### src/hdl/mcoc_pkg.sv
// Shared constants for the matrix chain order cost core.
package mcoc_pkg;

  localparam int COST_W = 40;
  localparam logic [COST_W-1:0] COST_MAX = {COST_W{1'b1}};

  localparam int STATUS_W = 2;
  localparam logic [STATUS_W-1:0] ST_OK    = 2'd0;
  localparam logic [STATUS_W-1:0] ST_SHORT = 2'd1;
  localparam logic [STATUS_W-1:0] ST_LONG  = 2'd2;

  localparam int QUEUE_DEPTH = 4;
  localparam int QPTR_W      = 2;

  // Widest triple product the saturation logic handles (three 16-bit factors).
  localparam int PROD_W = 48;

endpackage

### src/hdl/mcoc_if.sv
// Valid/ready channel interfaces for dimensions in and chain costs out.
interface mcoc_in_if #(parameter int DW = 10);
  logic          valid;
  logic          ready;
  logic [DW-1:0] dim_value;
  logic          last_dim;
  modport source (output valid, dim_value, last_dim, input ready);
  modport sink   (input valid, dim_value, last_dim, output ready);
endinterface


### src/hdl/mcoc_front.sv
// Load front end: counts dimensions, flags overflow and tags chain ends.
module mcoc_front #(
  parameter int MAX_MATRICES = 32,
  parameter int DIM_BITS     = 10,
  parameter int AW           = 6,
  parameter int CW           = 6,
  parameter int EW           = 8
) (
  input  logic          clk,
  input  logic          rst_n,
  mcoc_in_if.sink       in_ch,
  input  logic          q_full,
  output logic          q_push,
  output logic [EW-1:0] q_data
);

  localparam int DEPTH = MAX_MATRICES + 1;
  localparam int NW    = $clog2(DEPTH + 1);

  logic [NW-1:0]               dim_count_r, dim_count_nxt, cnt_now;
  logic                        overflowed_r, overflowed_nxt;
  logic                        store, ovf_now;
  logic [mcoc_pkg::STATUS_W-1:0] status;
  logic [CW-1:0]               n_mat;

  assign in_ch.ready = !q_full;
  assign q_push      = in_ch.valid && !q_full;

  always_comb begin
    store   = (dim_count_r < NW'(DEPTH));
    ovf_now = overflowed_r || !store;
    cnt_now = dim_count_r + NW'(store);
    n_mat   = CW'(cnt_now - 1'b1);
    if (ovf_now)                 status = mcoc_pkg::ST_LONG;
    else if (cnt_now < NW'(2))   status = mcoc_pkg::ST_SHORT;
    else                         status = mcoc_pkg::ST_OK;

    dim_count_nxt  = dim_count_r;
    overflowed_nxt = overflowed_r;
    if (q_push) begin
      if (in_ch.last_dim) begin
        dim_count_nxt  = '0;
        overflowed_nxt = 1'b0;
      end else begin
        dim_count_nxt  = cnt_now;
        overflowed_nxt = ovf_now;
      end
    end
  end

  assign q_data = {store, dim_count_r[AW-1:0], in_ch.dim_value[DIM_BITS-1:0], in_ch.last_dim,
                   status, n_mat};

  always_ff @(posedge clk) begin
    if (!rst_n) begin
      dim_count_r  <= '0;
      overflowed_r <= 1'b0;
    end else begin
      dim_count_r  <= dim_count_nxt;
      overflowed_r <= overflowed_nxt;
    end
  end

endmodule

### src/flat_wrapper.sv
// flat-port wrapper written by rule: the top's interface ports become plain ports
module mcoc_front_flat 
#(
  parameter int MAX_MATRICES = 32,
  parameter int DIM_BITS     = 10,
  parameter int AW           = 6,
  parameter int CW           = 6,
  parameter int EW           = 8
)
  (clk, rst_n, q_full, q_push, q_data, in_ch_valid, in_ch_dim_value, in_ch_last_dim, in_ch_ready);
  mcoc_in_if in_ch_i ();
  input  logic clk;
  input  logic rst_n;
  input  logic q_full;
  output logic q_push;
  output logic [EW-1:0] q_data;
  input wire logic [$bits(in_ch_i.valid)-1:0] in_ch_valid;
  input wire logic [$bits(in_ch_i.dim_value)-1:0] in_ch_dim_value;
  input wire logic [$bits(in_ch_i.last_dim)-1:0] in_ch_last_dim;
  output wire logic [$bits(in_ch_i.ready)-1:0] in_ch_ready;
  assign in_ch_i.valid = in_ch_valid;
  assign in_ch_i.dim_value = in_ch_dim_value;
  assign in_ch_i.last_dim = in_ch_last_dim;
  assign in_ch_ready = in_ch_i.ready;
  mcoc_front #(.MAX_MATRICES(MAX_MATRICES), .DIM_BITS(DIM_BITS), .AW(AW), .CW(CW), .EW(EW)) u_core (.clk(clk), .rst_n(rst_n), .in_ch(in_ch_i), .q_full(q_full), .q_push(q_push), .q_data(q_data));
endmodule
### config.mk
export PLATFORM = sky130hd
export DESIGN_NAME = mcoc_front_flat
export DESIGN_NICKNAME = d
export VERILOG_FILES = /design/src/hdl/mcoc_pkg.sv /design/src/hdl/mcoc_if.sv /design/src/hdl/mcoc_front.sv /design/src/flat_wrapper.sv
export SDC_FILE = /design/constraint.sdc
export NUM_CORES = 1
export LEC_CHECK = 0
export ABC_CLOCK_PERIOD_IN_PS = 5200
export BUFFER_PORTS_ARGS = -buffer_cell sky130_fd_sc_hd__buf_2
export CAP_MARGIN = 20
export CORE_AREA = 2 2 39 41
export DETAILED_ROUTE_END_ITERATION = 16
export DIE_AREA = 0 0 41 43
export PLACE_DENSITY = 0.76
export SYNTH_ARGS = -nofsm -noshare
export SYNTH_HDL_FRONTEND = slang
export SYNTH_SLANG_ARGS = --single-unit
### constraint.sdc
create_clock -name clk -period 5.2 [get_ports clk]
set_clock_uncertainty 0.1 [all_clocks]
set_input_delay 0.26 -clock clk [delete_from_list [all_inputs] [get_ports clk]]
set_output_delay 0.26 -clock clk [all_outputs]
set_load 0.02 [all_outputs]
# Word level (Yosys, flattened, before mapping)
# Index checks and enable logic that the tools add are counted.
dict set report totals {
  ff_bits 7
  latch_bits 0
  mem_bits_rw 0
  mem_bits_ro 0
  inputBits 15
  out_inout_bits 10
  n_memories 0
}
dict set report classes {
  add_sub_neg 2
  n_mul 0
  div_mod_pow 0
  n_lt_le_gt_ge 2
  eq_ne 0
  shifts 0
  muxes 4
  bitwise 0
  n_reduce_logical 4
}
# operator n
set ops {}
lappend ops {{6-bit by 1-bit adder with 6-bit output} 1}
lappend ops {{6-bit by 2-bit < comparator with 1-bit output (second input constant)} 1}
lappend ops {{6-bit < comparator (second input constant)} 1}
lappend ops {{6-bit 2-to-1 mux} 1}
lappend ops {{6-bit by 1-bit subtractor with 6-bit output (second input constant)} 1}
lappend ops {{1-bit zero test} 2}
lappend ops {{1-bit 2-to-1 mux} 2}
lappend ops {{2-bit 2-to-1 mux} 1}
lappend ops {{1-bit logical AND} 1}
lappend ops {{1-bit logical OR} 1}

# Depth between registers and ports, before layout
# Gate-level depths: netlist of run 1.
dict set report logic_depth {
  word_depth 5
  ltp_mapped 11
  ltp_nobuf 10
}

# Worst setup path after synthesis of run 1
# OpenSTA, ideal clock, no wires.
dict set report synth_timing {
  path_type {register -> output}
  start {register u_core.dim_count_r[3]}
  end {output q_data[4]}
  arrival_time_ns 2.314
  path_slack_ns 2.526
  stages_incl_launch_ff 10
  path_buffers 1
  cell_sequence {dfxtp_1 > buf_6 > or2_4 > o41ai_4 > ha_1 > inv_1 > ha_1 > nor4b_1 > a31oi_1 > xnor2_1}
}
dict set report synth_via {
  elab_chain_cells 3
}
# item line
set synth_rtl {}
lappend synth_rtl {{start, declared} mcoc_front.sv:20} ;# logic [NW-1:0] dim_count_r, dim_count_nxt, cnt_now;
lappend synth_rtl {{start signal, assigned} mcoc_front.sv:59} ;# dim_count_r <= dim_count_nxt;
lappend synth_rtl {{6-bit < comparator} mcoc_front.sv:30} ;# store = (dim_count_r < NW'(DEPTH));
lappend synth_rtl {{6-bit by 1-bit adder with 6-bit output (*)} mcoc_front.sv:32} ;# cnt_now = dim_count_r + NW'(store);
lappend synth_rtl {{6-bit by 1-bit subtractor with 6-bit output (*)} mcoc_front.sv:33} ;# n_mat = CW'(cnt_now - 1'b1);
lappend synth_rtl {{end, declared} flat_wrapper.sv:16} ;# output logic [EW-1:0] q_data;
# Every way passes the cells marked *; elsewhere a longest branch is shown, timed or not.

# Worst setup path after layout of run 1
# Same ends and word-level chain as after synthesis.

==> results.py, run 1 <==
metrics = {
    "status": {
        "status": "complete, no violations",
    },
    "yosys": {
        "yosysSeqAreaShare": 0.2314,
        "avgSynthCellArea_um2": 8.529,
        "synth_cell_types": 32,
        "synthCells": 71,
        "ys_ff_latch": 7,
        "netlist_area_um2": 605.6,
        "yosys_warnings": 0,
        "synthesis.nets": 89,
    },
    "setup_path": {
        "crit_path_end_kind": "output port",
        "cp_top_family": "adder cells",
        "critPathBufInv": 2,
        "critical_path_arrival_ns": 2.64,
        "rr_endpoint": "u_core.dim_count_r[4]$_SDFFE_PN0P_",
        "path_class": "register to output port",
        "cpMostUsedCell": "ha_1",
        "crit_path_cell_trace": "or2_4 -> o41ai_4 -> ha_1 -> ha_1 -> inv_2 -> ha_1 -> nor4b_1 -> a31oi_1 -> xnor2_1 -> buf_2",
        "crit_fanout": 10,
        "max_stage_delay_ns": 0.41,
        "r2r_start": "u_core.dim_count_r[3]$_SDFFE_PN0P_",
        "rrSetupSlack_ns": 2.85,
        "worstRegToRegCells": 7,
        "required_ns": 4.84,
        "slowest_stage": "dfxtp_1",
        "critPathLaunchType": "register",
    },
    "floorplanning": {
        "coreArea_um2": 1384,
        "die_area_um2": 1763,
        "initial_core_util": 0.4376,
        "die_w_um": 41,
        "num_rows": 14,
        "die_y_um": 43,
        "ios": 25,
    },
    "place": {
        "port_buffers": 14,
        "place_area_um2": 641.9,
        "placed_cells": 94,
        "dp_worst_setup_slack_ns": 2.473,
        "dp_hpwl_um": 797.3,
        "gp_congestion": 0.7385,
    },
    "global_route": {
        "antenna_found_initial": 0,
        "gr-total-overflow": 0,
        "track_usage": 0.1358,
        "grt_first_pass_wirelength_mm": 1.683,
        "grt_pass1_vias": 431,
        "grt_max_degree": 13,
    },
    "sta": {
        "max_slew_margin": 0.7249,
        "tightest_slew_ns": 0.4127,
        "fin_tns_setup_ns": 0,
        "period_minus_slack_ns": 3.001,
        "drv_slew": 0,
        "setup_viol": 0,
        "min_period_over_period": 0.5771,
        "hold_viol_final": 0,
        "setup_ws_ns": 2.199,
        "fmax_mhz": 333.3,
        "rsz0062_at_grt": "false",
    },
    "cts": {
        "htreeDepth": 1,
        "cts.sinks": 7,
        "cts_setup_buffers": 0,
        "cts_made_buffers": 3,
        "cts_hold_buf": 0,
        "cts_tree": "built",
        "clockRootBuffer": "clkbuf_4",
        "clk_latency_ns": 0.25,
        "cts.clk_slew.worst_paths_ns": 0.05,
        "clockBufferDepth": 2,
        "cts_resized": 0,
    },
    "finish": {
        "instances_no_fill": 98,
        "n_fill_cell": 135,
        "post-route-util": 0.4828,
        "fin_area_um2": 668.1,
        "antenna_cells": 0,
        "drive_gt1_frac": 0.2805,
        "nets": 101,
        "layout_commonest_cell": "buf_2",
        "area_growth_pct": 10.33,
        "mostFrequentLayoutCells": "14 x buf_2, 7 x xnor2_1, 7 x dfxtp_1",
    },
    "power_and_ir_drop": {
        "p_leak_nw": 0.3274,
        "vdd_drop_max_uv": 83.28,
        "p_per_area_nw_per_um2": 187.8,
    },
    "min_path": {
        "hold_path_end": "u_core.overflowed_r$_SDFFE_PN0P_",
        "whs_path_depth": 2,
        "hp-class": "input pin to register",
        "min_from": "rst_n",
    },
    "drt": {
        "drt-total-wl_mm": 1.042,
        "drtIter0Drc": 18,
        "ant_nets": 0,
        "via_count": 516,
        "drc_errors": 0,
        "avgViaCountPerCell": 5.265,
        "drt-pass1-iter-count": 5,
        "avgRoutedWirePerCell_um": 10.63,
    },
    "run": {
        "drv_cap": 0,
    },
}
## how the worst max path moves through the flow
stage / from / cells past startpoint / to
CTS: u_core.dim_count_r[3]$_SDFFE_PN0P_ / 10 / q_data[4]
finish: u_core.dim_count_r[3]$_SDFFE_PN0P_ / 10 / q_data[4]
global route: u_core.dim_count_r[3]$_SDFFE_PN0P_ / 10 / q_data[4]
global placement: u_core.dim_count_r[3]$_SDFFE_PN0P_ / 10 / q_data[4]
floorplan: u_core.dim_count_r[3]$_SDFFE_PN0P_ / 9 / q_data[4]
detailed placement: u_core.dim_count_r[3]$_SDFFE_PN0P_ / 10 / q_data[4]
## cell families (layout without fill, tap and decap cells)
family / count (synthesis) / after routing / synth area share
AO/OA/AOI/OAI: 15 / 15 / 0.1963
XOR/XNOR: 8 / 8 / 0.1281
adder cells (fa/ha/maj): 3 / 3 / 0.06199
buffers and inverters: 13 / 24 / 0.1260
flip-flops: 7 / 7 / 0.2314
AND/OR/NAND/NOR: 25 / 25 / 0.2562
## registers in the layout, indices dropped and copies added (netlist names)
| signal | cells |
|---|---|
| u_core.dim_count_r | 6 |
| u_core.overflowed_r | 1 |
## metal layers
layer	vias up	global-route usage	share of wire
met1	233	0.1521	0.48
li1	271	-	-
met2	12	0.2281	0.48
met3	0	0.03141	0.038
met4	0	0.06000	0
met5	-	0	0
## per-stage QoR
step                      hold slack [ns]  power, mW
after floorplan                    0.2882    0.07123
after global placement             0.3997    0.07754
after detailed placement           0.4003    0.07791
after CTS                          0.2226     0.1272
after global routing               0.2304     0.1329
final                              0.2290     0.1255
## report_power, final
group / leakage (nW) / switching (mW) / internal, mW / total (mW)
clock: 0.0150 / 0.0194 / 0.0292 / 0.0487
sequential: 0.0565 / 0.000601 / 0.0541 / 0.0547
combinational: 0.256 / 0.0138 / 0.00822 / 0.0221
total: 0.327 / 0.0339 / 0.0916 / 0.125
## Yosys cell counts
| master | instances | share of area |
|---|---|---|
| dfxtp_1 | 7 | 0.23 |
| nor4_2 | 1 | 0.021 |
| nor3_1 | 3 | 0.025 |
| or4_1 | 1 | 0.012 |
| buf_2 | 1 | 0.0083 |
| a41o_1 | 1 | 0.017 |
| inv_2 | 1 | 0.0062 |
| a21oi_1 | 3 | 0.025 |
| a31oi_1 | 2 | 0.021 |
| ha_1 | 3 | 0.062 |
| a21boi_1 | 2 | 0.025 |
| o41ai_4 | 1 | 0.045 |
| o221a_1 | 1 | 0.019 |
| nand3_2 | 1 | 0.017 |
| or2_4 | 1 | 0.014 |
| buf_6 | 3 | 0.056 |
| nor2_1 | 5 | 0.031 |
| clkbuf_1 | 2 | 0.012 |
| a22oi_1 | 1 | 0.012 |
| nor4b_1 | 1 | 0.014 |
| o21ai_1 | 4 | 0.033 |
| xnor2_1 | 7 | 0.10 |
| nand2_1 | 1 | 0.0062 |
| buf_4 | 1 | 0.012 |
| nand3_1 | 1 | 0.0083 |
| nand4b_1 | 1 | 0.014 |
| inv_1 | 4 | 0.025 |
| and3_1 | 4 | 0.041 |
| nor2b_1 | 3 | 0.031 |
| xnor2_2 | 1 | 0.027 |
| nand2b_1 | 2 | 0.021 |
| clkinv_1 | 1 | 0.0062 |
## area by class of cell
class	instances	area [µm²]	area share
repair buffers	14	70.07	0.1049
clock buffers	4	26.28	0.03933
inverters	6	22.52	0.03371
well taps	16	20.02	0.02996
flip-flops and latches	7	140.1	0.2097
multi-input cells	51	389.1	0.5824
Note: power is estimated with default switching activity, not from simulation.
==> run 2, diff against run 1 <==
--- a/config.mk
+++ b/config.mk
@@ -5,13 +5,12 @@
 export SDC_FILE = /design/constraint.sdc
 export NUM_CORES = 1
 export LEC_CHECK = 0
-export ABC_CLOCK_PERIOD_IN_PS = 5200
+export ABC_CLOCK_PERIOD_IN_PS = 3000
 export BUFFER_PORTS_ARGS = -buffer_cell sky130_fd_sc_hd__buf_2
 export CAP_MARGIN = 20
-export CORE_AREA = 2 2 39 41
+export CORE_UTILIZATION = 46
 export DETAILED_ROUTE_END_ITERATION = 16
-export DIE_AREA = 0 0 41 43
-export PLACE_DENSITY = 0.76
+export PLACE_DENSITY = 0.77
 export SYNTH_ARGS = -nofsm -noshare
 export SYNTH_HDL_FRONTEND = slang
 export SYNTH_SLANG_ARGS = --single-unit
==> constraint.sdc (replaced) <==
create_clock -name clk -period 3 [get_ports clk]
set_clock_uncertainty 0.1 [all_clocks]
set_input_delay 0.15 -clock clk [delete_from_list [all_inputs] [get_ports clk]]
set_output_delay 0.15 -clock clk [all_outputs]
set_load 0.02 [all_outputs]
==> run 2 against run 1 <==
  * Combinational power up 79%
  * Non-clock buffer count unchanged
  * Sequential share of layout area shrank 0.12 points
  * Register-to-register slack lost 2.1 ns
  * Core utilization grew 9.6 points
  * Critical path depth is the same
==> results.py, run 2 (synthesized netlist as in run 1, its figures left out) <==
metrics = {
    "sta": {
        "fin_tns_setup_ns": 0,
        "drv_slew": 0,
        "min_period_over_period": 0.9503,
        "fmax_mhz": 350.8,
        "max_slew_margin": 0.7183,
        "rsz0062_at_grt": "false",
        "hold_viol_final": 0,
        "tightest_slew_ns": 0.4226,
        "period_minus_slack_ns": 2.851,
        "setup_ws_ns": 0.1491,
        "setup_viol": 0,
    },
    "global_route": {
        "gr-total-overflow": 0,
        "track_usage": 0.1883,
        "antenna_found_initial": 0,
        "grt_pass1_vias": 462,
        "grt_first_pass_wirelength_mm": 1.945,
        "grt_max_degree": 13,
    },
    "setup_path": {
        "critical_path_arrival_ns": 2.60,
        "cp_top_family": "adder cells",
        "required_ns": 2.75,
        "critPathLaunchType": "register",
        "cpMostUsedCell": "ha_2",
        "crit_path_end_kind": "output port",
        "path_class": "register to output port",
        "slowest_stage": "dfxtp_2",
        "max_stage_delay_ns": 0.38,
        "crit_fanout": 10,
        "crit_path_cell_trace": "or2_4 -> o41ai_4 -> ha_2 -> ha_2 -> inv_2 -> ha_1 -> nor4b_2 -> a31oi_1 -> xnor2_1 -> buf_2",
        "critPathBufInv": 2,
    },
    "finish": {
        "fin_area_um2": 678.2,
        "largest_reg_flops": 6,
        "layout_commonest_cell": "buf_2",
        "reg_top3": "u_core.dim_count_r (6), u_core.overflowed_r (1)",
        "mostFrequentLayoutCells": "14 x buf_2, 7 x xnor2_1, 6 x dfxtp_1",
        "post-route-util": 0.5791,
        "drive_gt1_frac": 0.3293,
        "n_fill_cell": 115,
        "antenna_cells": 0,
        "largest-register": "u_core.dim_count_r",
        "area_growth_pct": 11.98,
        "nets": 101,
    },
    "power_and_ir_drop": {
        "p_leak_nw": 0.3263,
        "vdd_drop_max_uv": 265.4,
        "finalPower_mw": 0.2219,
        "p_per_area_nw_per_um2": 327.2,
    },
    "cts": {
        "cts_made_buffers": 3,
        "cts_setup_buffers": 0,
        "cts.clk_slew.worst_paths_ns": 0.06,
        "clockRootBuffer": "clkbuf_4",
        "cts.sinks": 7,
        "clk_latency_ns": 0.25,
        "cts_tree": "built",
        "cts_hold_buf": 0,
        "clockBufferDepth": 2,
        "cts_resized": 0,
        "htreeDepth": 1,
    },
    "drt": {
        "drt-pass1-iter-count": 4,
        "drt-total-wl_mm": 1.189,
        "via_count": 521,
        "avgViaCountPerCell": 5.427,
        "avgRoutedWirePerCell_um": 12.39,
        "drtIter0Drc": 20,
        "ant_nets": 0,
        "drc_errors": 0,
    },
    "place": {
        "gp_congestion": 0.7509,
        "dp_worst_setup_slack_ns": 0.3340,
        "port_buffers": 14,
        "dp_hpwl_um": 874.9,
        "place_area_um2": 639.4,
    },
    "floorplanning": {
        "die_w_um": 38.29,
        "die_area_um2": 1466,
        "coreArea_um2": 1171,
        "initial_core_util": 0.5171,
        "die_y_um": 38.29,
        "ios": 25,
        "num_rows": 12,
    },
    "status": {
        "status": "complete, no violations",
    },
    "run": {
        "drv_cap": 0,
    },
    "min_path": {
        "hp-class": "input pin to register",
    },
}
==> run 2: cell count changes in the layout (fill, tap and decap cells not counted) <==
cell	before	now
ha_1	3	1
ha_2	0	2
dfxtp_1	7	6
dfxtp_2	0	1
nor4b_1	1	0
nor4b_2	0	1
==> run 2: power by group <==
group	switching [mW]	internal [mW]	leakage, nW	total, mW
sequential	0.00105	0.0938	0.0570	0.0949
clock	0.0366	0.0509	0.0150	0.0875
combinational	0.0248	0.0147	0.254	0.0395
total	0.0625	0.159	0.326	0.222
==> run 2: area by class of cell <==
| type | count | area [µm²] | area share |
|---|---|---|---|
| inverter | 6 | 22.52 | 0.03321 |
| timing repair buffer | 14 | 70.07 | 0.1033 |
| multi-input combinational | 51 | 400.4 | 0.5904 |
| tap | 14 | 17.52 | 0.02583 |
| sequential | 7 | 141.4 | 0.2085 |
| clock buffer | 4 | 26.28 | 0.03875 |
==> run 2: per-layer routing <==
layer  vias up  GRT usage  part of all wire
li1        271          -                 -
met1       226     0.2590              0.50
met2        22     0.2839              0.44
met3         2    0.03488             0.054
met4         0    0.08036            0.0034
met5         -          0                 0
==> run 2: path summary, 6_finish.rpt <==
check                                     start                                  to  slack (ns)  depth (start not counted)
max          u_core.dim_count_r[3]$_SDFFE_PN0P_                           q_data[4]        0.15                         10
min                                       rst_n    u_core.overflowed_r$_SDFFE_PN0P_        0.11                          2
max reg2reg  u_core.dim_count_r[3]$_SDFFE_PN0P_  u_core.dim_count_r[5]$_SDFFE_PN0P_        0.72                          7
min reg2reg    u_core.overflowed_r$_SDFFE_PN0P_    u_core.overflowed_r$_SDFFE_PN0P_        0.41                          1
==> run 2: metrics by stage <==
step	hold WS [ns]	cells
2_1_floorplan	0.1782	71
3_3_place_gp	0.3673	92
3_5_place_dp	0.3654	92
4_1_cts	0.1017	96
5_1_grt	0.1123	96
6_report	0.1120	96
