$ cat src/hdl/mcoc_pkg.sv
// Shared constants for the matrix chain order cost core.
package mcoc_pkg;

  localparam int COST_W = 40;
  localparam logic [COST_W-1:0] COST_MAX = {COST_W{1'b1}};

  localparam int STATUS_W = 2;
  localparam logic [STATUS_W-1:0] ST_OK    = 2'd0;
  localparam logic [STATUS_W-1:0] ST_SHORT = 2'd1;
  localparam logic [STATUS_W-1:0] ST_LONG  = 2'd2;

  localparam int QUEUE_DEPTH = 4;
  localparam int QPTR_W      = 2;

  // Widest triple product the saturation logic handles (three 16-bit factors).
  localparam int PROD_W = 48;

endpackage

$ cat src/hdl/mcoc_queue.sv
// Small register FIFO between the load front end and the table engine.
module mcoc_queue #(
  parameter int WIDTH = 8
) (
  input  logic             clk,
  input  logic             rst_n,
  input  logic             push,
  input  logic [WIDTH-1:0] push_data,
  output logic             full,
  input  logic             pop,
  output logic             not_empty,
  output logic [WIDTH-1:0] pop_data
);

  logic [WIDTH-1:0]              mem_r [mcoc_pkg::QUEUE_DEPTH];
  logic [mcoc_pkg::QPTR_W-1:0]   wr_ptr_r, rd_ptr_r;
  logic [mcoc_pkg::QPTR_W:0]     count_r, count_nxt;

  assign full      = (count_r == (mcoc_pkg::QPTR_W+1)'(mcoc_pkg::QUEUE_DEPTH));
  assign not_empty = (count_r != '0);
  assign pop_data  = mem_r[rd_ptr_r];

  always_comb begin
    count_nxt = count_r;
    if (push && !pop) count_nxt = count_r + 1'b1;
    if (pop && !push) count_nxt = count_r - 1'b1;
  end

  always_ff @(posedge clk) begin
    if (!rst_n) begin
      wr_ptr_r <= '0;
      rd_ptr_r <= '0;
      count_r  <= '0;
    end else begin
      if (push) wr_ptr_r <= wr_ptr_r + 1'b1;
      if (pop)  rd_ptr_r <= rd_ptr_r + 1'b1;
      count_r <= count_nxt;
    end
  end

  always_ff @(posedge clk) begin
    if (push) mem_r[wr_ptr_r] <= push_data;
  end

endmodule

$ cat config.mk
export PLATFORM = sky130hd
export DESIGN_NAME = mcoc_queue
export DESIGN_NICKNAME = d
export VERILOG_FILES = /design/src/hdl/mcoc_pkg.sv /design/src/hdl/mcoc_queue.sv
export SDC_FILE = /design/constraint.sdc
export NUM_CORES = 1
export LEC_CHECK = 0
export BUFFER_PORTS_ARGS = -buffer_cell sky130_fd_sc_hd__buf_2
export CAP_MARGIN = 10
export CELL_PAD_IN_SITES_DETAIL_PLACEMENT = 1
export CELL_PAD_IN_SITES_GLOBAL_PLACEMENT = 1
export CORE_MARGIN = 2
export CORE_UTILIZATION = 30
export CTS_CLUSTER_SIZE = 28
export DETAILED_ROUTE_END_ITERATION = 10
export GPL_TIMING_DRIVEN = 0
export PLACE_DENSITY = 0.53
export SKIP_CTS_REPAIR_TIMING = 1
export SYNTH_ARGS = -nofsm -noshare
export SYNTH_HDL_FRONTEND = slang
export SYNTH_SLANG_ARGS = --single-unit
export TNS_END_PERCENT = 10
$ cat constraint.sdc
create_clock -name clk -period 1.7 [get_ports clk]
set_clock_uncertainty 0.2 [all_clocks]
set_input_delay 0.255 -clock clk [delete_from_list [all_inputs] [get_ports clk]]
set_output_delay 0.255 -clock clk [all_outputs]
set_load 0.01 [all_outputs]
Word-level counts from Yosys, hierarchy flattened

Memories as Yosys holds them, arrays and structs flattened. A register that Yosys moved wholly into a read port is not among the register bits.
Cells that the tools add are included.

Memory bits (writable): 32
Output and inout port bits: 10
Memories kept: 1
Word-level logic and storage cells: 21
Flip-flop bits (word level): 7
Bits of input ports: 12

Memory list:

| name  | words | width | rd ports | clocked after memory_dff | wr ports | line             | source |
|---|---|---|---|---|---|---|---|
| mem_r | 4     | 8     | 1        | 1                        | 1        | mcoc_queue.sv:15 | `logic [WIDTH-1:0] mem_r [mcoc_pkg::QUEUE_DEPTH];` |

Equal/unequal tests: 1
Multiplexer cells: 6
Add/subtract/negate cells: 4
Reduce and logical (&&, ||, !) cells: 6

Operator list:

| operator              | number |
|---|---|
| $mux W3               | 2 |
| $add A2 B1 Y2 const B | 2 |
| $mux W2               | 2 |
| $add A3 B1 Y3 const B | 1 |
| $eq A3 B3 Y1 const B  | 1 |
| $reduce_bool A3 Y1    | 1 |
| $sub A3 B1 Y3 const B | 1 |
| $logic_and A1 B1 Y1   | 2 |
| $logic_not A1 Y1      | 2 |
| $mux W1               | 2 |
| $reduce_bool A2 Y1    | 1 |

Depth between registers and ports, before layout

Gate-level depths: netlist of run 1.

Depth after elaboration: 4
Depth in mapped cells: 7
Mapped depth without buffers: 7

Worst setup path after synthesis of run 1

OpenSTA, ideal clock, no wires.

Kind: input-to-reg
Start: input port push
End: register count_r[2] (netlist bit)
Setup time: 70 ps
Data arrival time: 1434 ps
Slack: -3 ps
Data required time: 1430 ps
Stages: 7
Path buffers: 0
Cells stage by stage: inv_1 > ha_1 > inv_1 > fa_1 > xor2_1 > or3_1 > a21boi_1

Word-level cells in the longest chain between the ends: 3
Elaborated cells between the ends (all ways): 5
Those cells by class: mux: 1; reduce/logical: 4

Ends and longest elaborated chain:

| item                                                 | line             | source |
|---|---|---|
| start, declared                                      | mcoc_queue.sv:7  | `input logic push,` |
| $logic_not A1 Y1                                     | mcoc_queue.sv:26 | `if (pop && !push) count_nxt = count_r - 1'b1;` |
| $logic_and A1 B1 Y1                                  | mcoc_queue.sv:26 |  |
| $mux W3 / $reduce_bool A2 Y1 (equally long branches) | n/a              |  |
| end signal, assigned                                 | mcoc_queue.sv:37 | `count_r <= count_nxt;` |
| end, declared                                        | mcoc_queue.sv:17 | `logic [mcoc_pkg::QPTR_W:0] count_r, count_nxt;` |

Several ways; a longest one is shown, not always the timed one.
A chain may end at the register's enable or synchronous reset.

==> summary.md, run 1 <==
| Metric | Value |
|---|---|
| Status | complete, but fails checks |
| Failing checks | negative setup slack |
| Synth Net Count | about 110 |
| Synthesized area per cell | 18.3 um^2 |
| I/O pin count | 22 |
| Top Family by Delay on Critical Path | multiplexers |
| CP max stage delay | around 500 ps |
| Initial DRC Count | 37 |
| Hold Vio Cnt, Final | 0 |
| Number of fill cells | between 500 and 600 |
| Ys Warns | 0 |
| Seq/Total Area, Yosys | 0.709 |
| Cell area power density | roughly 1100 nW/um^2 |
| Met2 WL | between 1000 and 1500 um |
| Slew at the pin with the worst max-slew slack | roughly 460 ps |
| Die H | 77.2 um |
| Crit-path cells | buf_12 > mux4_2 > buf_2 |
| Commonest non-fill, non-tap cell in the layout | edfxtp_1 |
| Metal3 WL | roughly 110 um |
| M1 WL | about 1200 um |
| Top layer in use | met4 |
| CORE AREA | a little over 5000 um^2 |
| Final setup violation count | 8 |
| Detailed-route vias per instance | around 4.3 |
| Post-synth top flop | edfxtp_1 |
| Total die area | about 6000 um^2 |
| Initial antenna violation count | 0 |
| Crit Path Max Fanout | 8 |
| Post-route ant nets | 0 |
| Startpoint types | register |
| Share of layout cells above drive strength 1 | 0.352 |
| Total wire length | 2810 um |
| Port buffer count | 21 |
| DP HPWL | between 1500 and 2000 um |
| H-tree levels | 2 |
| Largest net degree at the start of global routing | 14 |
| First-pass GRT wire length | 4350 um |
| Leading cell types by total area after synthesis | edfxtp_1, dfxtp_1, mux4_2, and2_1, ha_1 |
| Inserted Clock Buffers | 5 |
| Max cap viols | 0 |
| Final nets | between 100 and 150 |
| Crit Path Category | reg -> out |
| Gpl congestion | about 0.67 |
| Buf/Inv on CP | 2 |
| Hold Crit Class | in -> reg |
| Layout Cells excl Fill | around 200 |
| RSZ-0062 raised after global routing | yes |
| CTS tree | built |
| Synth area leader | edfxtp_1 |
| Area growth, synth to finish | 26.4% |
| Worst VDD drop | 0.337 mV |
| TritonRoute pass-1 iters | 2 |
| Number of global-route vias before repair | approximately 860 |
| Most frequent cells in the layout | edfxtp_1, buf_2, and2_1 |
| Max-Slew Margin vs Limit | 0.695 |
| Count of pins over their slew limit | 0 |
| ANT cells | 0 |
| Dpl cells | 179 |
| Clock tree sinks | 41 |
| Min setup slack post-route | -185 ps |
| Max clock buf depth | 2 |
| Die W | 77.2 um |
| Yosys reg bits | 41 |
| Yosys cell types | 18 |
| Total power | 0.00218 W |
| Slowest CP cell | mux4_2 |
| Root buf cell | clkbuf_8 |
| Clock Pin Slew Worst Setup and Hold Paths | ~70 ps |
| Starting Density | 0.313 |
| CP arrival | 1430 ps |
| Total GRT Usage | 0.0980 |
| Critical path capture point type | primary output |
| Crit share post-route | 1.11 |
| Share of the synthesized area in the top cell type | 0.597 |
| Synthesized cell area | between 1500 and 2000 um^2 |
| Post-synth EDFFs | 32 |
| # DRC | 0 |
| Crit path time final | roughly 1900 ps |
| Leak | 0.737 nW |
| Post-synthesis instance total | 88 |
| Max Fclk | ~530 MHz |
| Clk_lat worst skew | about 290 ps |
| Core Rows | 26 |
| Total gr overflow | 0 |
| Ys async rst share | 0 |
| Critical Path RT | between 1000 and 1500 ps |
| DR vias | about 840 |
| DR WL/cell | around 14 um |
==> per-stage QoR <==
step                      hold slack (ps)  utilization  worst slack [ps]  TNS, ps  cell area, um^2
after floorplan                       154            -              35.4        0             1610
after global placement                266        0.352              -192     -230             1810
after detailed placement              274        0.352              -214     -286             1810
after CTS                           -39.1        0.371              -250    -1840             1910
after global routing                 73.3        0.396              -243    -1820             2030
final                                70.6        0.396              -185    -1360             2030
==> cell type report <==
class | count | area, um^2 | area share
Clock inverter | 1 | 5.00 | 0.00246
Sequential cell | 41 | 1140 | 0.563
Buffer | 2 | 25.0 | 0.0123
Multi-Input combinational cell | 39 | 434 | 0.214
Inverter | 6 | 22.5 | 0.0111
Timing Repair Buffer | 29 | 216 | 0.106
Tap cell | 70 | 87.6 | 0.0431
Clock buffer | 7 | 97.6 | 0.0480
==> state kept, by name, summed over array words and instances (netlist names), named ones only <==
name      cells
mem_r        32
wr_ptr_r      2
rd_ptr_r      2
count_r       3
==> final timing paths <==
kind	cells past startpoint	startpoint	to	slack, ps
max	3	register	pop_data[3]	-190
min	2	rst_n	count_r[0]	70
max reg2reg	5	count_r[1]	count_r[2]	70
min reg2reg	2	count_r[2]	count_r[2]	310
==> Yosys cell counts (2+ instances only) <==
cell type,instances
mux4_2,8
inv_1,6
nand2_1,2
ha_1,5
xor2_1,3
edfxtp_1,32
xnor2_1,2
dfxtp_1,9
or3_1,2
and2_1,10
o21ai_0,2
==> kinds of logic after synthesis <==
family,synth area share
muxes,0.118
buffers and inverters,0.0241
adders and majority gates,0.0513
DFF,0.709
xor gates and xnor gates,0.0272
and+or+nand+nor,0.0591
AOI/OAI and AO/OA,0.0109
==> power breakdown <==
group	leakage [nW]	internal (W)	total (W)	switching, W
clock	0.0534	0.000377	0.000710	0.000333
combinational	0.315	0.000165	0.000303	0.000138
sequential	0.369	0.00114	0.00117	0.0000254
total	0.737	0.00168	0.00218	0.000497
==> metal layers <==
metal,vias up,global-route usage
li1,396,-
met1,423,0.118
met2,18,0.157
met3,6,0.0400
met4,0,0.0375
met5,-,0
==> worst register-to-register path: cells and delay by family, from the launching register on <==
kind	cells	cell delay (ps)
DFF	1	350
xor gates and xnor gates	1	150
buffers and inverters	1	50
AOI/OAI and AO/OA	1	130
adders and majority gates	1	380
and+or+nand+nor	1	300
(Power assumes the default switching activity.)
==> inputs of run 2 (changes only) <==
--- a/config.mk
+++ b/config.mk
@@ -5,6 +5,7 @@
 export SDC_FILE = /design/constraint.sdc
 export NUM_CORES = 1
 export LEC_CHECK = 0
+export ABC_AREA = 1
 export BUFFER_PORTS_ARGS = -buffer_cell sky130_fd_sc_hd__buf_2
 export CAP_MARGIN = 10
 export CELL_PAD_IN_SITES_DETAIL_PLACEMENT = 1
@@ -14,7 +15,7 @@
 export CTS_CLUSTER_SIZE = 28
 export DETAILED_ROUTE_END_ITERATION = 10
 export GPL_TIMING_DRIVEN = 0
-export PLACE_DENSITY = 0.53
+export PLACE_DENSITY = 0.56
 export SKIP_CTS_REPAIR_TIMING = 1
 export SYNTH_ARGS = -nofsm -noshare
 export SYNTH_HDL_FRONTEND = slang
==> run 2 against run 1 <==
  * The run still ends with negative setup slack left
  * Setup slack gained 180 ps
  * Area after synthesis grew 1.6%
  * Critical endpoint is now pop_data[6]
  * Critical path type unchanged
  * Clock-buffer cell count is the same
==> summary.md, run 2 <==
| Metric | Value |
|---|---|
| Yosys reg bits | a little over 40 |
| Clk_lat worst skew | 280 ps |
| Failing checks | negative setup slack |
| DR vias | ~1,100 |
| Die W | between 70 and 80 um |
| Max Fclk | just under 600 MHz |
| Die H | approximately 78 um |
| Post-synth EDFFs | 32 |
| Synth area leader | edfxtp_1 |
| CP arrival | 1250 ps |
| Inserted Clock Buffers | 5 |
| Core Rows | 26 |
| Final setup violation count | 1 |
| Crit path time final | ~1700 ps |
| Share of the synthesized area in the top cell type | 0.588 |
| # DRC | 0 |
| Area growth, synth to finish | 28.4% |
| Max cap viols | 0 |
| Yosys cell types | 18 |
| Cell area power density | 1010 nW/um^2 |
| Initial antenna violation count | 0 |
| Dpl cell area | around 1800 um^2 |
| Seq/Total Area, Yosys | 0.698 |
| Most common cell in the netlist | edfxtp_1 |
| TritonRoute pass-1 iters | 4 |
| Max FFs per register | 32 |
| Largest registers | mem_r x32, count_r x3 |
| DP HPWL | 2550 um |
| ANT cells | 0 |
| Starting Density | 0.316 |
| Max-Slew Margin vs Limit | 0.707 |
| Met2 usage | 0.234 |
| Min setup slack post-route | -1.70 ps |
| Worst VDD drop | 0.498 mV |
| Post-synth top cells | edfxtp_1, o21ai_0, nor2_1 |
| Leading cell types by total area after synthesis | edfxtp_1, dfxtp_1, o21ai_0, nor2_1, ha_1 |
| Total power | ~0.0021 W |
| Initial DRC Count | between 50 and 60 |
| Clock tree sinks | slightly above 40 |
| Crit Path Category | reg -> out |
| Final nets | between 150 and 200 |
| Setup tns final | -1.70 ps |
| Ys async rst share | 0 |
| Synthesized area per cell | around 12 um^2 |
| M1 GR Usage | 0.144 |
| I/O pin count | 22 |
| Detailed-route vias per instance | about 4.6 |
| Fin area | between 2000 and 2500 um^2 |
| Hold Crit Class | in -> reg |
| Total GRT Usage | 0.130 |
| CTS tree | built |
| Post-synthesis instance total | 133 |
| Total die area | 6050 um^2 |
| Post-route ant nets | 0 |
| Gpl congestion | about 0.65 |
| Most frequent cells in the layout | edfxtp_1, buf_2, nor2_1 |
| Critical Path RT | ~1200 ps |
| Crit Path Max Fanout | 8 |
| Slew at the pin with the worst max-slew slack | ~440 ps |
| Port buffer count | 21 |
| Reg area | around 1100 um^2 |
| H-tree levels | 2 |
| Share of layout cells above drive strength 1 | 0.253 |
| Critical path capture point type | primary output |
| Clock Pin Slew Worst Setup and Hold Paths | roughly 80 ps |
| Core Util, Final | 0.406 |
| Reg with most FFs | mem_r |
| Root buf cell | clkbuf_8 |
| Max clock buf depth | 2 |
| Crit share post-route | 1.00 |
| Multi-input gate area in the final layout | roughly 420 um^2 |
| Largest net degree at the start of global routing | 14 |
| Grt peak-use layer | met2 |
| Number of global-route vias before repair | ~1,200 |
| Commonest non-fill, non-tap cell in the layout | edfxtp_1 |
| RSZ-0062 raised after global routing | yes |
| First-pass GRT wire length | ~5900 um |
| Number of fill cells | between 500 and 600 |
| Synth Net Count | roughly 150 |
| Post-synth top flop | edfxtp_1 |
| Synthesized cell area | ~1600 um^2 |
| CORE AREA | 5170 um^2 |
| Hold Vio Cnt, Final | 0 |
| Status | complete, but fails checks |
| Total gr overflow | 0 |
| Count of pins over their slew limit | 0 |
| Startpoint types | register |
| Met3 GRT Util | 0.0395 |
| DR WL/cell | ~15 um |
| Final Hold Slack | between 50 and 60 ps |
| Ys Warns | 0 |
| Leak | roughly 0.84 nW |
| Total wire length | about 3700 um |
run 2: cell types whose count changed in the layout (fill, tap and decap cells not counted), sizes merged, moves of 7 or more:
cell	previous run	this run
o21ai	2	22
nor2	0	19
and2	10	0
inv	6	16
mux4	8	0
o22ai	0	8
nand2	2	9
run 2: where the power goes:
part,total [W],internal (W),switching (W)
sequential,0.00116,0.00113,0.0000276
combinational,0.000282,0.000120,0.000162
clock,0.000682,0.000376,0.000306
total,0.00212,0.00163,0.000496
run 2: layer usage:
layer | wire, um | up-vias
li1 | - | 545
met1 | 1510 | 544
met2 | 1940 | 18
met3 | 152 | 6
met4 | 52 | 0
met5 | 0 | -
run 2: cell type report:
type                    count  share of cell area
clock inverters             1             0.00239
flip-flops and latches     41               0.547
repair buffers             33               0.111
inverters                  17              0.0358
plain buffers               2              0.0167
clock buffers               7              0.0465
multi-input cells          73               0.199
well taps                  70              0.0417
run 2: critical path, cell delays in order (launching register included):
cell       delay [ps]
dfxtp_4           410
inv_8              60
clkbuf_16         160
o21ai_2           120
o22ai_2            70
buf_2             140
run 2: path summary, 6_finish.rpt:
| path | from | end | slack [ps] | cells past startpoint |
|---|---|---|---|---|
| setup reg to reg | wr_ptr_r[0] | mem_r[0][4] | 150 | 4 |
| setup / recovery | register | pop_data[6] | -2 | 5 |
| hold reg to reg | rd_ptr_r[1] | register | 270 | 1 |
| hold / removal | rst_n | count_r[2] | 60 | 3 |
run 2: cell families after synthesis:
group,Yosys count,synth area share
buffers and inverters,19,0.0528
AOI/OAI and AO/OA,35,0.118
DFF,41,0.698
adders and majority gates,6,0.0505
and+or+nand+nor,32,0.0804
run 2: stage by stage:
step,setup WS [ps],cells
final,-1.70,244
after global routing,-73.8,244
after CTS,-269,232
after detailed placement,-190,224
after global placement,-69.6,224
after floorplan,182,133
==> inputs of run 3 (changes only) <==
--- a/config.mk
+++ b/config.mk
@@ -15,7 +15,7 @@
 export CTS_CLUSTER_SIZE = 28
 export DETAILED_ROUTE_END_ITERATION = 10
 export GPL_TIMING_DRIVEN = 0
-export PLACE_DENSITY = 0.56
+export PLACE_DENSITY = 0.65
 export SKIP_CTS_REPAIR_TIMING = 1
 export SYNTH_ARGS = -nofsm -noshare
 export SYNTH_HDL_FRONTEND = slang
==> run 3 against run 2 <==
  * The run still ends with negative setup slack left
  * Combinational power is 1% higher
  * Global-route usage grew 0.063 points
  * Register-to-register slack hardly changed
  * Flip-flop and latch count did not move
  * Power up 12%
  * Clock-buffer cell count decreased by 2
  * Utilization rose by 0.77 points
==> summary.md, run 3 (same netlist as run 2, synthesis figures left out) <==
| Metric | Value |
|---|---|
| CP max stage delay | approximately 390 ps |
| Area growth, synth to finish | 30.9% |
| First-pass GRT wire length | slightly below 6000 um |
| Clock Pin Slew Worst Setup and Hold Paths | around 80 ps |
| # DRC | 0 |
| Inserted Clock Buffers | 5 |
| Total gr overflow | 0 |
| Hold Vio Cnt, Final | 0 |
| Total die area | roughly 6000 um^2 |
| Dpl cells | about 220 |
| Gpl congestion | about 0.68 |
| Crit-path cells | clkinvlp_4 > o21ai_0 > o22ai_1 > buf_2 |
| Clk_lat worst skew | 290 ps |
| Max FFs per register | 32 |
| Initial DRC Count | 31 |
| Largest net degree at the start of global routing | 14 |
| Worst VDD drop | approximately 0.44 mV |
| Total power | around 0.0024 W |
| Slowest CP cell | dfxtp_4 |
| Final setup violation count | 6 |
| Layout Cells excl Fill | roughly 250 |
| Share of layout cells above drive strength 1 | 0.261 |
| Crit share post-route | 1.02 |
| Post-place setup slack | -126 ps |
| Detailed-route vias per instance | 4.62 |
| DP HPWL | about 2500 um |
| Port buffer count | 21 |
| Most frequent cells in the layout | edfxtp_1, buf_2, nor2_1, o21ai_0, inv_1 |
| Total wire length | 3870 um |
| DR vias | between 1,000 and 1,500 |
| Dpl cell area | between 1500 and 2000 um^2 |
| Crit Path Category | reg -> out |
| Max Fclk | around 580 MHz |
| CTS tree | built |
| Hold Crit Class | in -> reg |
| Leak | 0.861 nW |
| Max cap viols | 0 |
| CORE AREA | just over 5000 um^2 |
| H-tree levels | 2 |
| Min setup slack post-route | -26.2 ps |
| Starting Density | 0.316 |
| Clock tree sinks | 41 |
| Die W | between 70 and 80 um |
| Number of global-route vias before repair | 1,170 |
| RSZ-0062 raised after global routing | yes |
| Die H | 77.8 um |
| Setup tns final | -87.8 ps |
| Root buf cell | clkbuf_8 |
| Reg with most FFs | mem_r |
| Status | complete, but fails checks |
| Crit Path Max Fanout | 8 |
| Cell area power density | about 1100 nW/um^2 |
| Max clock buf depth | 2 |
| Largest registers | mem_r x32, count_r x3 |
| Slew at the pin with the worst max-slew slack | between 400 and 500 ps |
| ANT cells | 0 |
| Count of pins over their slew limit | 0 |
| Crit path time final | approximately 1700 ps |
| Post-route ant nets | 0 |
| Initial antenna violation count | 0 |
| I/O pin count | 22 |
| Commonest non-fill, non-tap cell in the layout | edfxtp_1 |
| Fin area | about 2100 um^2 |
| Max-Slew Margin vs Limit | 0.721 |
| Critical path capture point type | primary output |
| Final nets | 193 |
| TritonRoute pass-1 iters | 4 |
| Total GRT Usage | 0.131 |
| Core Rows | 26 |
| CP arrival | about 1300 ps |
| DR WL/cell | 15.7 um |
| Startpoint types | register |
| Failing checks | negative setup slack |
| Critical Path RT | 1240 ps |
==> run 3: cell count changes in the layout (fill, tap and decap cells not counted) <==
cell       previous run  this run
buf_4                 3         5
bufinv_16             0         2
clkbuf_1              1         0
clkbuf_16             2         1
o21ai_0              16        17
o21ai_1               3         2
o22ai_1               7         8
o22ai_2               1         0
==> run 3: layer usage <==
metal | global-route usage | vias to the layer above | share of wire
met2 | 0.231 | 22 | 0.53
li1 | - | 552 | -
met5 | 0 | - | 0
met3 | 0.0419 | 6 | 0.034
met4 | 0.0482 | 0 | 0.014
met1 | 0.147 | 557 | 0.42
==> run 3: path summary, 6_finish.rpt <==
| kind | cells past startpoint | end | startpoint | slack, ps |
|---|---|---|---|---|
| setup / recovery | 4 | pop_data[3] | register | -30 |
| setup reg to reg | 7 | count_r[2] | count_r[1] | 150 |
| hold reg to reg | 1 | register | rd_ptr_r[1] | 250 |
| hold / removal | 3 | count_r[2] | rst_n | 40 |
==> run 3: metrics by stage <==
stage,hold slack [ps],util
detailed placement,248,0.353
floorplan,154,-
global route,71.0,0.413
finish,44.9,0.413
global placement,224,0.353
CTS,-35.8,0.379
==> run 3: layout make-up <==
cell class                 count  area, um^2
buffer                         2        35.0
clock buffer                   5        68.8
tap                           70        87.6
inverter                      17        75.1
fill                         572        3030
timing repair buffer          35         248
sequential                    41        1150
clock inverter                 3        65.1
multi-input combinational     73         410
==> run 3: worst max-delay path: cells and delay by family (launching register included) <==
kind | cells | cell delay, ps
compound gates | 2 | 250
flops | 1 | 390
buf+inv | 2 | 350
==> run 3: report_power, final <==
group          leakage, nW  switching [W]  total [W]  internal (W)
logic                0.423       0.000164   0.000286      0.000123
clock network       0.0681       0.000341   0.000925      0.000583
registers            0.370      0.0000272    0.00116       0.00113
